==> config.mk <==
export PLATFORM = sky130hd
export DESIGN_NAME = cartridge_bank_mapper_core
export DESIGN_NICKNAME = d
export VERILOG_FILES = /design/src/hdl/cbm_pkg.sv /design/src/hdl/cbm_decode.sv /design/src/hdl/cbm_out_reg.sv /design/src/hdl/cartridge_bank_mapper_core.sv
export SDC_FILE = /design/constraint.sdc
export NUM_CORES = 1
export LEC_CHECK = 0
export BUFFER_PORTS_ARGS = -buffer_cell sky130_fd_sc_hd__buf_2
export CORE_ASPECT_RATIO = 1.25
export CORE_MARGIN = 3
export CORE_UTILIZATION = 57
export CTS_BUF_LIST = sky130_fd_sc_hd__clkbuf_4 sky130_fd_sc_hd__clkbuf_8
export CTS_CLUSTER_SIZE = 10
export DETAILED_ROUTE_END_ITERATION = 7
export PLACE_DENSITY_LB_ADDON = 0.15
export SETUP_SLACK_MARGIN = 0.02
export SLEW_MARGIN = 20
export SYNTH_ARGS = -nofsm -noshare
export SYNTH_HDL_FRONTEND = slang
export SYNTH_SLANG_ARGS = --single-unit
==> constraint.sdc <==
create_clock -name i_clk -period 2.2 [get_ports i_clk]
set_clock_uncertainty 0.1 [all_clocks]
set_input_delay 0.22 -clock i_clk [delete_from_list [all_inputs] [get_ports i_clk]]
set_output_delay 0.22 -clock i_clk [all_outputs]
set_load 0.03 [all_outputs]
==> src/hdl/cbm_pkg.sv <==
// shared types, codes and reset values for the cartridge bank mapper
package cbm_pkg;

    localparam int ADDR_W = 16;
    localparam int DATA_W = 8;
    localparam int ROM_W  = 7;
    localparam int RAM_W  = 2;
    localparam int NIB_W  = 4;
    localparam int TYPE_W = 2;

    localparam logic [TYPE_W-1:0] MAPPER_NONE = 2'd0;
    localparam logic [TYPE_W-1:0] MAPPER_MBC1 = 2'd1;
    localparam logic [TYPE_W-1:0] MAPPER_MBC2 = 2'd2;
    localparam logic [TYPE_W-1:0] MAPPER_MBC3 = 2'd3;

    // address bits 15:13 select the register window
    localparam logic [2:0] REGION_ENABLE = 3'd0;
    localparam logic [2:0] REGION_ROM    = 3'd1;
    localparam logic [2:0] REGION_UPPER  = 3'd2;
    localparam logic [2:0] REGION_MODE   = 3'd3;

    localparam logic [NIB_W-1:0] ENABLE_KEY = 4'hA;

    typedef struct packed {
        logic [ADDR_W-1:0] address;
        logic [DATA_W-1:0] data;
    } t_in_word;

    typedef struct packed {
        logic [ROM_W-1:0] rom_bank;
        logic [RAM_W-1:0] ram_bank;
        logic             ram_enabled;
        logic             rom_remapped;
        logic             ram_remapped;
        logic             enable_written;
        logic             write_ignored;
    } t_out_word;

    typedef struct packed {
        logic [NIB_W-1:0] enable_nibble;
        logic [ROM_W-1:0] rom_select;
        logic [RAM_W-1:0] upper_select;
        logic             banking_mode;
        logic [ROM_W-1:0] mapped_rom;
        logic [RAM_W-1:0] mapped_ram;
    } t_bank_state;

    localparam t_bank_state BANK_RESET = '{
        enable_nibble: 4'd0,
        rom_select:    7'd1,
        upper_select:  2'd0,
        banking_mode:  1'b0,
        mapped_rom:    7'd1,
        mapped_ram:    2'd0
    };

endpackage

==> src/hdl/cbm_decode.sv <==
// write decode and next bank state for the selected controller
module cbm_decode (
    input  logic [cbm_pkg::TYPE_W-1:0] i_type,
    input  cbm_pkg::t_in_word          i_word,
    input  cbm_pkg::t_bank_state       i_state,
    output cbm_pkg::t_bank_state       o_state,
    output cbm_pkg::t_out_word         o_word
);

    logic [2:0]                 region;
    logic                       a8;
    logic [cbm_pkg::ROM_W-1:0]  sel5;
    logic [cbm_pkg::ROM_W-1:0]  sel4;
    logic [cbm_pkg::ROM_W-1:0]  sel7;
    logic [cbm_pkg::RAM_W-1:0]  upper;
    logic                       rom_re;
    logic                       ram_re;
    logic                       en_wr;
    logic                       ignored;

    assign region = i_word.address[15:13];
    assign a8     = i_word.address[8];
    assign upper  = i_word.data[1:0];
    assign sel5   = (i_word.data[4:0] == 5'd0) ? 7'd1 : {2'b00, i_word.data[4:0]};
    assign sel4   = (i_word.data[3:0] == 4'd0) ? 7'd1 : {3'b000, i_word.data[3:0]};
    assign sel7   = (i_word.data[6:0] == 7'd0) ? 7'd1 : i_word.data[6:0];

    always_comb begin
        o_state = i_state;
        rom_re  = 1'b0;
        ram_re  = 1'b0;
        en_wr   = 1'b0;
        ignored = 1'b0;
        unique case (i_type)
            cbm_pkg::MAPPER_MBC1: begin
                if (region == cbm_pkg::REGION_ENABLE) begin
                    o_state.enable_nibble = i_word.data[3:0];
                    en_wr = 1'b1;
                end else if (region == cbm_pkg::REGION_ROM) begin
                    o_state.rom_select = sel5;
                    o_state.mapped_rom = i_state.banking_mode ? sel5
                                       : sel5 + {i_state.upper_select, 5'd0};
                    rom_re = 1'b1;
                end else if (region == cbm_pkg::REGION_UPPER) begin
                    o_state.upper_select = upper;
                    if (i_state.banking_mode) begin
                        o_state.mapped_ram = upper;
                        ram_re = 1'b1;
                    end else begin
                        o_state.mapped_rom = i_state.rom_select + {upper, 5'd0};
                        rom_re = 1'b1;
                    end
                end else if (region == cbm_pkg::REGION_MODE) begin
                    o_state.banking_mode = i_word.data[0];
                    if (i_word.data[0]) begin
                        o_state.mapped_rom = i_state.rom_select;
                        rom_re = 1'b1;
                    end else begin
                        o_state.mapped_ram = '0;
                        ram_re = 1'b1;
                    end
                end else begin
                    ignored = 1'b1;
                end
            end
            cbm_pkg::MAPPER_MBC2: begin
                if (region == cbm_pkg::REGION_ENABLE && !a8) begin
                    o_state.enable_nibble = i_word.data[3:0];
                    en_wr = 1'b1;
                end else if (region == cbm_pkg::REGION_ROM && a8) begin
                    o_state.rom_select = sel4;
                    o_state.mapped_rom = sel4;
                    rom_re = 1'b1;
                end else begin
                    ignored = 1'b1;
                end
            end
            cbm_pkg::MAPPER_MBC3: begin
                if (region == cbm_pkg::REGION_ENABLE) begin
                    o_state.enable_nibble = i_word.data[3:0];
                    en_wr = 1'b1;
                end else if (region == cbm_pkg::REGION_ROM) begin
                    o_state.rom_select = sel7;
                    o_state.mapped_rom = sel7;
                    rom_re = 1'b1;
                end else if (region == cbm_pkg::REGION_UPPER) begin
                    o_state.upper_select = upper;
                    o_state.mapped_ram   = upper;
                    ram_re = 1'b1;
                end else if (region != cbm_pkg::REGION_MODE) begin
                    ignored = 1'b1;
                end
            end
            default: begin
                ignored = 1'b1;
            end
        endcase
    end

    always_comb begin
        o_word.rom_bank       = o_state.mapped_rom;
        o_word.ram_bank       = o_state.mapped_ram;
        o_word.ram_enabled    = (o_state.enable_nibble == cbm_pkg::ENABLE_KEY);
        o_word.rom_remapped   = rom_re;
        o_word.ram_remapped   = ram_re;
        o_word.enable_written = en_wr;
        o_word.write_ignored  = ignored;
    end

endmodule

==> src/hdl/cbm_out_reg.sv <==
// result register with valid and stall toward the consumer
module cbm_out_reg (
    input  logic               i_clk,
    input  logic               i_rst_n,
    input  logic               i_load,
    input  cbm_pkg::t_out_word i_word,
    input  logic               i_stall,
    output logic               o_ready,
    output logic               o_valid,
    output cbm_pkg::t_out_word o_word
);

    logic               r_valid;
    cbm_pkg::t_out_word r_word;

    assign o_ready = !r_valid || !i_stall;
    assign o_valid = r_valid;
    assign o_word  = r_word;

    always_ff @(posedge i_clk) begin
        if (!i_rst_n) begin
            r_valid <= 1'b0;
        end else if (o_ready) begin
            r_valid <= i_load;
        end
    end

    always_ff @(posedge i_clk) begin
        if (o_ready && i_load) begin
            r_word <= i_word;
        end
    end

endmodule

==> src/hdl/cartridge_bank_mapper_core.sv <==
// top level of the cartridge bank mapper
// Each accepted word is a CPU write (address, data) into cartridge space; one
// result word follows for every write, carrying the mapped ROM bank, RAM bank,
// RAM enable and which of them the write changed. A write passes an input
// register, then combinational decode against the bank registers, then the
// result register, so a word can be accepted every cycle while the output is
// not stalled. Writing the mapper type returns all bank registers to their
// reset values; do so only while idle.
module cartridge_bank_mapper_core (
    input  logic                          i_clk,
    input  logic                          i_rst_n,
    input  logic                          i_in_valid,
    output logic                          o_in_stall,
    input  cbm_pkg::t_in_word             i_in_word,
    output logic                          o_out_valid,
    input  logic                          i_out_stall,
    output cbm_pkg::t_out_word            o_out_word,
    input  logic                          i_cfg_we,
    input  logic [cbm_pkg::TYPE_W-1:0]    i_cfg_data
);

    logic                          r_in_valid;
    cbm_pkg::t_in_word             r_in_word;
    logic [cbm_pkg::TYPE_W-1:0]    r_type;
    cbm_pkg::t_bank_state          r_state;
    cbm_pkg::t_bank_state          n_state;
    cbm_pkg::t_out_word            n_out;
    logic                          adv;
    logic                          fire;

    assign fire       = r_in_valid && adv;
    assign o_in_stall = r_in_valid && !adv;

    always_ff @(posedge i_clk) begin
        if (!i_rst_n) begin
            r_in_valid <= 1'b0;
        end else if (!o_in_stall) begin
            r_in_valid <= i_in_valid;
        end
    end

    always_ff @(posedge i_clk) begin
        if (!o_in_stall && i_in_valid) begin
            r_in_word <= i_in_word;
        end
    end

    always_ff @(posedge i_clk) begin
        if (!i_rst_n) begin
            r_type  <= cbm_pkg::MAPPER_NONE;
            r_state <= cbm_pkg::BANK_RESET;
        end else if (i_cfg_we) begin
            r_type  <= i_cfg_data;
            r_state <= cbm_pkg::BANK_RESET;
        end else if (fire) begin
            r_state <= n_state;
        end
    end

    cbm_decode u_decode (
        .i_type  (r_type),
        .i_word  (r_in_word),
        .i_state (r_state),
        .o_state (n_state),
        .o_word  (n_out)
    );

    cbm_out_reg u_out (
        .i_clk   (i_clk),
        .i_rst_n (i_rst_n),
        .i_load  (r_in_valid),
        .i_word  (n_out),
        .i_stall (i_out_stall),
        .o_ready (adv),
        .o_valid (o_out_valid),
        .o_word  (o_out_word)
    );

`ifndef ASSERT_OFF
    a_flags_exclusive: assert property (@(posedge i_clk) disable iff (!i_rst_n)
        o_out_valid |-> $onehot0({o_out_word.rom_remapped, o_out_word.ram_remapped,
                                  o_out_word.enable_written, o_out_word.write_ignored}))
        else $error("more than one write flag set");

    a_rom_nonzero: assert property (@(posedge i_clk) disable iff (!i_rst_n)
        o_out_valid |-> (o_out_word.rom_bank != '0))
        else $error("rom bank zero mapped");

    a_none_ignores: assert property (@(posedge i_clk) disable iff (!i_rst_n)
        (fire && r_type == cbm_pkg::MAPPER_NONE) |=> o_out_word.write_ignored)
        else $error("write decoded with no mapper");

    a_none_state: assert property (@(posedge i_clk) disable iff (!i_rst_n)
        (r_type == cbm_pkg::MAPPER_NONE) |-> (r_state == cbm_pkg::BANK_RESET))
        else $error("bank state changed with no mapper");
`endif

endmodule
# [After elaboration in Yosys (flattened, before gate mapping)]
# Cells that the tools add are included.
[totals] register_bits=64 latchBits=0 ram_bits=0 romBits=0 in_bits=31 output_inout_bits=16 wordCells=136 n_memories=0
[op_classes] add_sub_neg=2 mul=0 div_mod_pow=0 n_lt_le_gt_ge=0 n_eq_ne=17 n_shift=0 muxes=73 bitwise=4 reduce_logical=22
[ops] cell="2-to-1 mux 7 bit" n=12
[ops] cell="2-to-1 mux 10 bit" n=5
[ops] cell="case mux 11 bit (3 select lines)" n=1
[ops] cell="2-to-1 mux 1 bit" n=32
[ops] cell="2-to-1 mux 9 bit" n=3
[ops] cell="case mux 7 bit (3 select lines)" n=1
[ops] cell="2-to-1 mux 19 bit" n=1
[ops] cell="adder 7 bit" n=2
[ops] cell="2-to-1 mux 2 bit" n=7
[ops] cell="2-to-1 mux 4 bit" n=3
[ops] cell="AND reduction 6 bit" n=2
[ops] cell="inequality test 2 bit (second input constant)" n=5
[ops] cell="case mux 2 bit (2 select lines)" n=2
[ops] cell="AND reduction 8 bit" n=1
[ops] cell="zero test 7 bit" n=1
[ops] cell="== test 3 x 2 -> 1 bit (second input constant)" n=2
[ops] cell="inequality test 2 x 1 -> 1 bit (second input constant)" n=3
[ops] cell="case mux 1 bit (3 select lines)" n=2
[ops] cell="logical AND 1 bit" n=5
[ops] cell="zero test 1 bit" n=5
[ops] cell="zero test 5 bit" n=1
[ops] cell="2-to-1 mux 5 bit" n=1
[ops] cell="inequality test 5 x 1 -> 1 bit (second input constant)" n=1
[ops] cell="== test 2 bit (second input constant)" n=2
[ops] cell="13 further kinds" n=18

# [Longest topological paths before layout]
# Gate-level depths: netlist (run 1).
[logic_depth] word_depth=11 mapped_depth=7 mapped_depth_nobuf=6

# [Cells and area by module]
# Synthesis (run 1) repeated with hierarchy kept, for this count alone.
[unflattened] hier_cells=314 hier_area_um2=3422.0
[modules_own_cells] module="cartridge_bank_mapper_core" n_inst=1 cells_per_inst=138 area_each_um2=1928.1 seq_area_each_um2=1241.2
[modules_own_cells] module="cbm_decode" n_inst=1 cells_per_inst=157 area_each_um2=1032.2 seq_area_each_um2=0.0
[modules_own_cells] module="cbm_out_reg" n_inst=1 cells_per_inst=19 area_each_um2=461.7 seq_area_each_um2=440.4

# [Least setup slack after synthesis (run 1)]
# Ideal clock, no wire load.
[synth_timing] path_type="flip-flop to flip-flop" startpoint="register u_out.r_valid (netlist: u_out.o_valid)" endpoint="register r_state[0] (netlist bit)" setup_ns=0.091 t_arrival_ns=1.788 t_required_ns=2.009 path_slack_ns=0.221 stages_incl_launch_ff=7 n_path_buf=2 period_less_slack_ns=1.979 cell_sequence="dfxtp_1 nand2_1 nand2_1 buf_2 clkinv_1 clkbuf_1 a311oi_1"
[synth_between] elab_chain_len=3
[synth_lines] item="start: declaration" line_no="cbm_out_reg.sv:13" rtl="logic r_valid;"
[synth_lines] item="start signal: assignment" line_no="cbm_out_reg.sv:24" rtl="r_valid <= i_load;"
[synth_lines] item="zero test 1 bit" line_no="cbm_out_reg.sv:16" rtl="assign o_ready = !r_valid || !i_stall;"
[synth_lines] item="logical OR 1 bit" line_no="cbm_out_reg.sv:16"
[synth_lines] item="logical AND 1 bit" line_no="cartridge_bank_mapper_core.sv:31" rtl="assign fire = r_in_valid && adv;"
[synth_lines] item="net fire" line_no="cartridge_bank_mapper_core.sv:29" rtl="logic fire;"
[synth_lines] item="end signal: assignment" line_no="cartridge_bank_mapper_core.sv:51" rtl="r_state <= cbm_pkg::BANK_RESET;"
[synth_lines] item="end signal: assignment" line_no="cartridge_bank_mapper_core.sv:54" rtl="r_state <= cbm_pkg::BANK_RESET;"
[synth_lines] item="end signal: assignment" line_no="cartridge_bank_mapper_core.sv:56" rtl="r_state <= n_state;"
[synth_lines] item="end: declaration" line_no="cartridge_bank_mapper_core.sv:25" rtl="cbm_pkg::t_bank_state r_state;"
# The timed path passes the listed nets, and every way through them passes these cells.
# A chain may end at the register's enable or synchronous reset.

==> summary.md, run 1 <==
| Metric | Value |
|---|---|
| Largest net degree at the start of global routing | `33` |
| Worst-path maximum fanout | `9` |
| Run status | `finished clean` |
| Kind of end point of the critical path | `register` |
| Dpl hpwl | `3875 um` |
| Routed len/inst | `15.19 um` |
| DRT iter0 DRCs | `139` |
| Met2 routed WL | `2664 um` |
| Vias | `2,065` |
| Max-cap violation count | `0` |
| Resized Gates After CTS | `0` |
| Met3 wire len | `298 um` |
| First-pass GRT wire length | `9142 um` |
| Reg clk slew, reported paths | `0.09 ns` |
| Leading area contributor after synthesis | `edfxtp_1` |
| Root buffer cell | `clkbuf_8` |
| Clk sinks | `52` |
| Most common cell after layout, fill and taps aside | `buf_2` |
| Ports | `47` |
| Main synth FF type | `dfxtp_1` |
| Peak supply drop | `0.4259 mV` |
| R2R Setup Slk | `0.17 ns` |
| Antenna Violating Nets Remaining | `0` |
| Via/cell ratio | `5.784` |
| Async SR Flop Fraction | `0%` |
| Die Y | `79.78 um` |
| Crit start category | `register` |
| Syn Nets | `281` |
| Post-CTS Setup Bufs | `0` |
| Die area | `5188 um2` |
| Aggregate negative setup slack | `0 ns` |
| # setup viols final | `0` |
| Gpl congestion | `0.8630` |
| Initial antenna violation count | `0` |
| H-tree levels | `2` |
| PortBufs | `33` |
| Nets@finish | `332` |
| Final hold vios | `0` |
| Post-DP Area | `2761 um2` |
| Core area | `4131 um2` |
| PD cells | `631.0 nW/um2` |
| Crit path DAT | `1.97 ns` |
| Post-synthesis instance area | `2482 um2` |
| Max layer used | `met4` |
| Crit path kind | `reg -> reg` |
| Distinct cells, synth | `53` |
| Most frequent cells in the layout | `buf_2 (33), nor2_1 (27), dfxtp_1 (27)` |
| Syn_area_per_cell | `9.969 um2` |
| GR Overflow Total | `0` |
| Worst-Skew Late Latency | `0.30 ns` |
| Total GRT Usage | `23.10%` |
| Total wire length | `5424 um` |
| Drt drc | `0` |
| Slew margin rel. | `63.47%` |
| Max-slew violations | `0` |
| Met1 wire length | `2311 um` |
| Area contributors post-synth | `edfxtp_1 (30%), dfxtp_1 (22%), a21oi_1 (4.4%), nor2_1 (4.1%), mux2i_1 (3.2%)` |
| Yosys warns | `0` |
| Cts hold-fix bufs | `11` |
| Clk buf depth | `2` |
| Initial Util | `60.08%` |
| Worst Hold Class | `in -> reg` |
| CTS tree | `done` |
| WP data required | `2.14 ns` |
| Worst stage delay on the critical path | `0.56 ns` |
| Layout cells sized above 1 | `21.93%` |
| RSZ-0062 raised after global routing | `false` |
| CTS buffer count | `5` |
| Post-synth top area share | `30.24%` |
| Leak Pwr | `1.130 nW` |
| Die X | `65.03 um` |
| # rows | `26` |
| Cells along the critical path | `or3b_1 -> nand3_1 -> nor2_1 -> a211oi_1 -> nand2_1` |
| Yosys reg bits | `52` |
| Fmax | `491.6 MHz` |
| Tightest Pin Transition | `0.5479 ns` |
| CP max stage cell | `or3b_1` |
| Fin crit period | `2.034 ns` |
| Fin crit share | `92.45%` |
| Post-synth EDFFs | `25` |
| Post-route cell area | `2959 um2` |
| Area Overhead vs Synth | `19.20%` |
| N_diodes | `0` |
| Post-synthesis sequential area ratio | `52.02%` |
| TritonRoute pass-1 iters | `5` |
| Post-Synthesis Cells | `249` |
| Number of global-route vias before repair | `2,000` |
==> kinds of logic after synthesis <==
logic type,share of synthesized area (%)
simple gates,19.31
compound gates,20.36
flops,52.02
buf+inv,3.528
mux,3.226
xor+xnor,1.059
fa+ha+maj,0.5040
==> metrics by stage <==
step | total power [mW] | setup WS (ns) | cells | util, % | hold WS, ns
floorplan | 1.242 | 0.2207 | 249 | - | 0.2189
global placement | 1.318 | 0.1870 | 338 | 66.84 | 0.2959
detailed placement | 1.322 | 0.1548 | 338 | 66.84 | 0.2983
CTS | 1.872 | 0.1613 | 357 | 71.62 | 0.03711
global route | 1.938 | 0.06252 | 357 | 71.62 | 0.04105
finish | 1.867 | 0.1660 | 357 | 71.62 | 0.04255
==> registers in the layout, indices dropped and copies added, names as in the netlist <==
register,cells
r_in_word,11
r_state,23
r_type,2
r_in_valid,1
u_out.o_word,14
u_out.o_valid,1
==> layout make-up <==
class,count,area [um2]
clock buffer,6,76.32
clock inverter,2,11.26
fill,324,1172
inverter,5,18.77
multi-input combinational,177,1104
sequential,52,1291
tap,56,70.07
timing repair buffer,59,387.9
==> metal layers <==
layer / vias to the layer above / track usage [%]
li1: 1013 / -
met1: 978 / 28.07
met2: 61 / 39.30
met3: 13 / 5.352
met4: 0 / 9.336
met5: - / 0
==> power breakdown <==
part | internal, mW | switching, mW
sequential | 1.05 | 0.0282
combinational | 0.0939 | 0.144
clock | 0.236 | 0.315
total | 1.38 | 0.487
==> path summary, 6_finish.rpt <==
path	start	to	depth (start not counted)
setup / recovery	r_in_word[21]	u_out.o_word[7]	5
hold / removal	i_in_valid	r_in_valid	2
setup reg to reg	r_in_word[21]	u_out.o_word[7]	5
hold reg to reg	r_state[20]	r_state[20]	2
==> worst max-delay path, delay by kind of cell, from the launching register on <==
kind	cells	cell delay [ns]
AND/OR/NAND/NOR	4	0.90
flip-flops	1	0.50
AO/OA/AOI/OAI	1	0.27
==> cell usage after synthesis (2+ instances only) <==
cell       instances
a32oi_1            3
nor3b_1            2
o21a_1             4
a22oi_1            2
clkbuf_1          10
a31oi_1            5
xnor2_1            3
a22o_1             3
nor2b_1            9
nand2b_1           5
nand3_1            8
a211oi_1           2
o2111ai_1          2
a21o_1             5
o21ai_0           12
a31o_2             3
edfxtp_1          25
nand2_1           19
a221oi_1           2
a21oi_1           22
a311oi_1           2
buf_2              4
mux2i_1            8
inv_1              4
nor2_1            27
nor3_1             4
and2_1             2
dfxtp_1           27
Power figures use the tool's default switching activity.
==> inputs of run 2 (changes only) <==
ABC_AREA = 1   (was unset)
CORE_UTILIZATION = 58   (was 57)
==> run 2 against run 1 <==
Hold slack gained 0.030 ns. Synthesized cell count rose by 44%. Clock power fell by 3%. Critical path depth grew 3. Critical endpoint is now u_out.o_word[5]. Final cell count rose by 32%. Worst setup slack better by 0.069 ns. Largest power group unchanged. Utilization barely moved. Total power rose by 2.6%. Largest cell class unchanged.
==> summary.md, run 2 <==
| Metric | Value |
|---|---|
| Most frequent cells in the layout | `nand2_1 (88), inv_1 (51), a21oi_1 (33), buf_2 (33), o21ai_0 (31) (was buf_2 (33), nor2_1 (27), dfxtp_1 (27))` |
| Post-Synthesis Cells | `359 (was 249)` |
| Post-CTS Setup Bufs | `0 (unchanged)` |
| Area Overhead vs Synth | `17.40% (was 19.20%)` |
| GR Overflow Total | `0 (unchanged)` |
| CTS tree | `done (unchanged)` |
| Run status | `finished clean (unchanged)` |
| Layout cells sized above 1 | `16.67% (was 21.93%)` |
| # rows | `27 (was 26)` |
| Total GRT Usage | `26.77% (was 23.10%)` |
| Resized Gates After CTS | `0 (unchanged)` |
| Fmax | `509.0 MHz (was 491.6 MHz)` |
| Post-synthesis sequential area ratio | `47.49% (was 52.02%)` |
| Logic pwr share | `15.2% (was 12.7%)` |
| Switch Pwr | `526.0 uW (was 487.1 uW)` |
| Ports | `47 (unchanged)` |
| CTS buffer count | `5 (unchanged)` |
| Core area | `4459 um2 (was 4131 um2)` |
| Post-synth top cells | `nand2_1 (88), inv_1 (51), a21oi_1 (33) (was dfxtp_1 (27), nor2_1 (27), edfxtp_1 (25))` |
| Max-slew violations | `0 (unchanged)` |
| PortBufs | `33 (unchanged)` |
| Min-Delay Endpoint | `r_type[1] (was r_in_valid)` |
| Post-synth top area share | `27.61% (was 30.24%)` |
| Initial Util | `60.97% (was 60.08%)` |
| Clk pwr share | `28.0% (was 29.5%)` |
| Fin crit period | `1.965 ns (was 2.034 ns)` |
| Drt drc | `0 (unchanged)` |
| Final hold vios | `0 (unchanged)` |
| Distinct cells, synth | `31 (was 53)` |
| Design Power | `1.917 mW (was 1.867 mW)` |
| Fin crit share | `89.30% (was 92.45%)` |
| Worst Reg-to-Reg Cells | `8 (was 5)` |
| Nets@finish | `445 (was 332)` |
| R2R Setup Slk | `0.24 ns (was 0.17 ns)` |
| Root buffer cell | `clkbuf_8 (unchanged)` |
| PD cells | `600.5 nW/um2 (was 631.0 nW/um2)` |
| Kind of end point of the critical path | `register (unchanged)` |
| First-pass GRT wire length | `11,060 um (was 9142 um)` |
| Pre-CTS WS | `0.2632 ns (was 0.1548 ns)` |
| Worst-Skew Late Latency | `0.30 ns (about the same)` |
| Slew margin rel. | `72.96% (was 63.47%)` |
| Dpl hpwl | `5101 um (was 3875 um)` |
| Crit start category | `register (unchanged)` |
| Yosys warns | `0 (unchanged)` |
| Peak supply drop | `0.3846 mV (was 0.4259 mV)` |
| Internal Pwr Total | `1.391 mW (was 1.380 mW)` |
| Most common cell in the synthesized netlist | `nand2_1` |
| Clk buf depth | `2 (unchanged)` |
| Main synth FF type | `dfxtp_1 (unchanged)` |
| Area contributors post-synth | `edfxtp_1 (28%), dfxtp_1 (20%), nand2_1 (12%), inv_1 (7.0%), a21oi_1 (6.1%) (was edfxtp_1 (30%), dfxtp_1 (22%), a21oi_1 (4.4%), nor2_1 (4.1%), mux2i_1 (3.2%))` |
| Syn_area_per_cell | `7.573 um2 (was 9.969 um2)` |
| Via/cell ratio | `5.409 (was 5.784)` |
| # setup viols final | `0 (unchanged)` |
| Die Y | `82.55 um (was 79.78 um)` |
| Worst hold start | `i_rst_n (was i_in_valid)` |
| Gpl congestion | `0.9882 (was 0.8630)` |
| N_diodes | `0 (unchanged)` |
| WP data required | `2.17 ns (was 2.14 ns)` |
| Post-synth EDFFs | `25 (unchanged)` |
| Worst R2R End | `u_out.o_word[5] (was u_out.o_word[7])` |
| RSZ-0062 raised after global routing | `false (unchanged)` |
| Clk sinks | `52 (unchanged)` |
| H-tree levels | `2 (unchanged)` |
| Die X | `67.24 um (was 65.03 um)` |
| Sw frac | `27.44% (was 26.09%)` |
| Crit path DAT | `1.93 ns (was 1.97 ns)` |
| DRT iter0 DRCs | `259 (was 139)` |
| Routed len/inst | `14.07 um (was 15.19 um)` |
| Worst Hold Slack | `0.07287 ns (was 0.04255 ns)` |
| Max-cap violation count | `0 (unchanged)` |
| Worst-path maximum fanout | `10 (was 9)` |
| Async SR Flop Fraction | `0% (unchanged)` |
| Worst r2r src | `r_in_word[23] (was r_in_word[21])` |
| Antenna Violating Nets Remaining | `0 (unchanged)` |
| Most common cell after layout, fill and taps aside | `nand2_1 (was buf_2)` |
| Total wire length | `6642 um (was 5424 um)` |
| Yosys reg bits | `52 (unchanged)` |
| Worst Hold Class | `in -> reg (unchanged)` |
| Syn Nets | `391 (was 281)` |
| Final worst-path setup slack | `0.2355 ns (was 0.1660 ns)` |
| Hold depth | `3 (was 2)` |
| Die area | `5551 um2 (was 5188 um2)` |
| Largest net degree at the start of global routing | `33 (unchanged)` |
| Sequential share of power | `56.8% (was 57.7%)` |
| Reg with most FFs | `r_state (unchanged)` |
| Tightest Pin Transition | `0.4051 ns (was 0.5479 ns)` |
| Reg clk slew, reported paths | `0.09 ns (about the same)` |
| Number of global-route vias before repair | `2,420 (was 2,000)` |
| Aggregate negative setup slack | `0 ns (unchanged)` |
| Vias | `2,553 (was 2,065)` |
| Leak Pwr | `1.430 nW (was 1.130 nW)` |
| TritonRoute pass-1 iters | `5 (unchanged)` |
| Leading area contributor after synthesis | `edfxtp_1 (unchanged)` |
| Post-synthesis instance area | `2719 um2 (was 2482 um2)` |
| Crit path kind | `reg -> reg (unchanged)` |
| Largest register FFs | `23 (unchanged)` |
| Initial antenna violation count | `0 (unchanged)` |
==> run 2: cell types whose count changed after synthesis, sizes merged, moves of 9 or more <==
cell,change
nand3,+23
nor2b,-9
nand2,+72
o21ai,+21
a21oi,+11
inv,+52
==> run 2: cell families after synthesis <==
| kind of cell | count (synthesis) | synth area share, % |
|---|---|---|
| flops | 52 | 47.49 |
| simple gates | 167 | 27.75 |
| buf+inv | 64 | 9.295 |
| fa+ha+maj | 1 | 0.4601 |
| compound gates | 75 | 15.00 |
==> run 2: worst max-delay path, cell delays in order (launching register included) <==
cell and delay, ns:
edfxtp_1 0.50, inv_1 0.17, nand3_1 0.23, inv_2 0.25, nand2_1 0.10, o21ai_0 0.11, o22ai_1 0.11, inv_1 0.09
nand2_1 0.07
==> run 2: layout make-up <==
cell class                 count  area (um2)
inverter                      57       215.2
sequential                    52        1291
clock buffer                   6       76.32
clock inverter                 2       11.26
multi-input combinational    243        1175
fill                         378        1267
timing repair buffer          54       350.3
tap                           58       72.57
==> run 2: what timing repair did <==
item                                   CTS  global route
hold buffers                            11             0
setup endpoints to repair                0             0
endpoints found under the hold margin   11             0
==> run 2: routing by layer <==
| metal | share of wire [%] | track usage, % |
|---|---|---|
| met4 | 4.6 | 15.62 |
| met2 | 48 | 44.05 |
| met1 | 43 | 33.10 |
| met5 | 0 | 0 |
| met3 | 4.2 | 3.924 |
==> run 2: stage by stage <==
stage               instance area (um2)  instances  util [%]
finish                             3192        472     71.58
global route                       3192        472     71.58
CTS                                3192        472     71.58
detailed placement                 2994        453     67.14
global placement                   2994        453     67.14
floorplan                          2719        359         -
==> run 2: power by group through the flow <==
stage          combinational, mW  sequential, mW  clock [mW]
2_1_floorplan              0.164            1.13           0
3_3_place_gp               0.269            1.11           0
3_5_place_dp               0.273            1.11           0
4_1_cts                    0.288            1.09       0.549
5_1_grt                    0.325            1.09       0.587
6_report                   0.291            1.09       0.536
==> run 2: worst max path at each step <==
| stage | start | end | slack, ns | cells after the start |
|---|---|---|---|---|
| final | r_in_word[23] | u_out.o_word[5] | 0.24 | 8 |
| after global routing | r_in_word[23] | u_out.o_word[5] | 0.09 | 8 |
| after CTS | r_in_word[23] | u_out.o_word[5] | 0.25 | 8 |
| after detailed placement | r_in_word[23] | u_out.o_word[5] | 0.26 | 8 |
| after global placement | r_in_word[22] | u_out.o_word[10] | 0.28 | 6 |
| after floorplan | u_out.o_valid | r_in_word[0] | 0.39 | 5 |
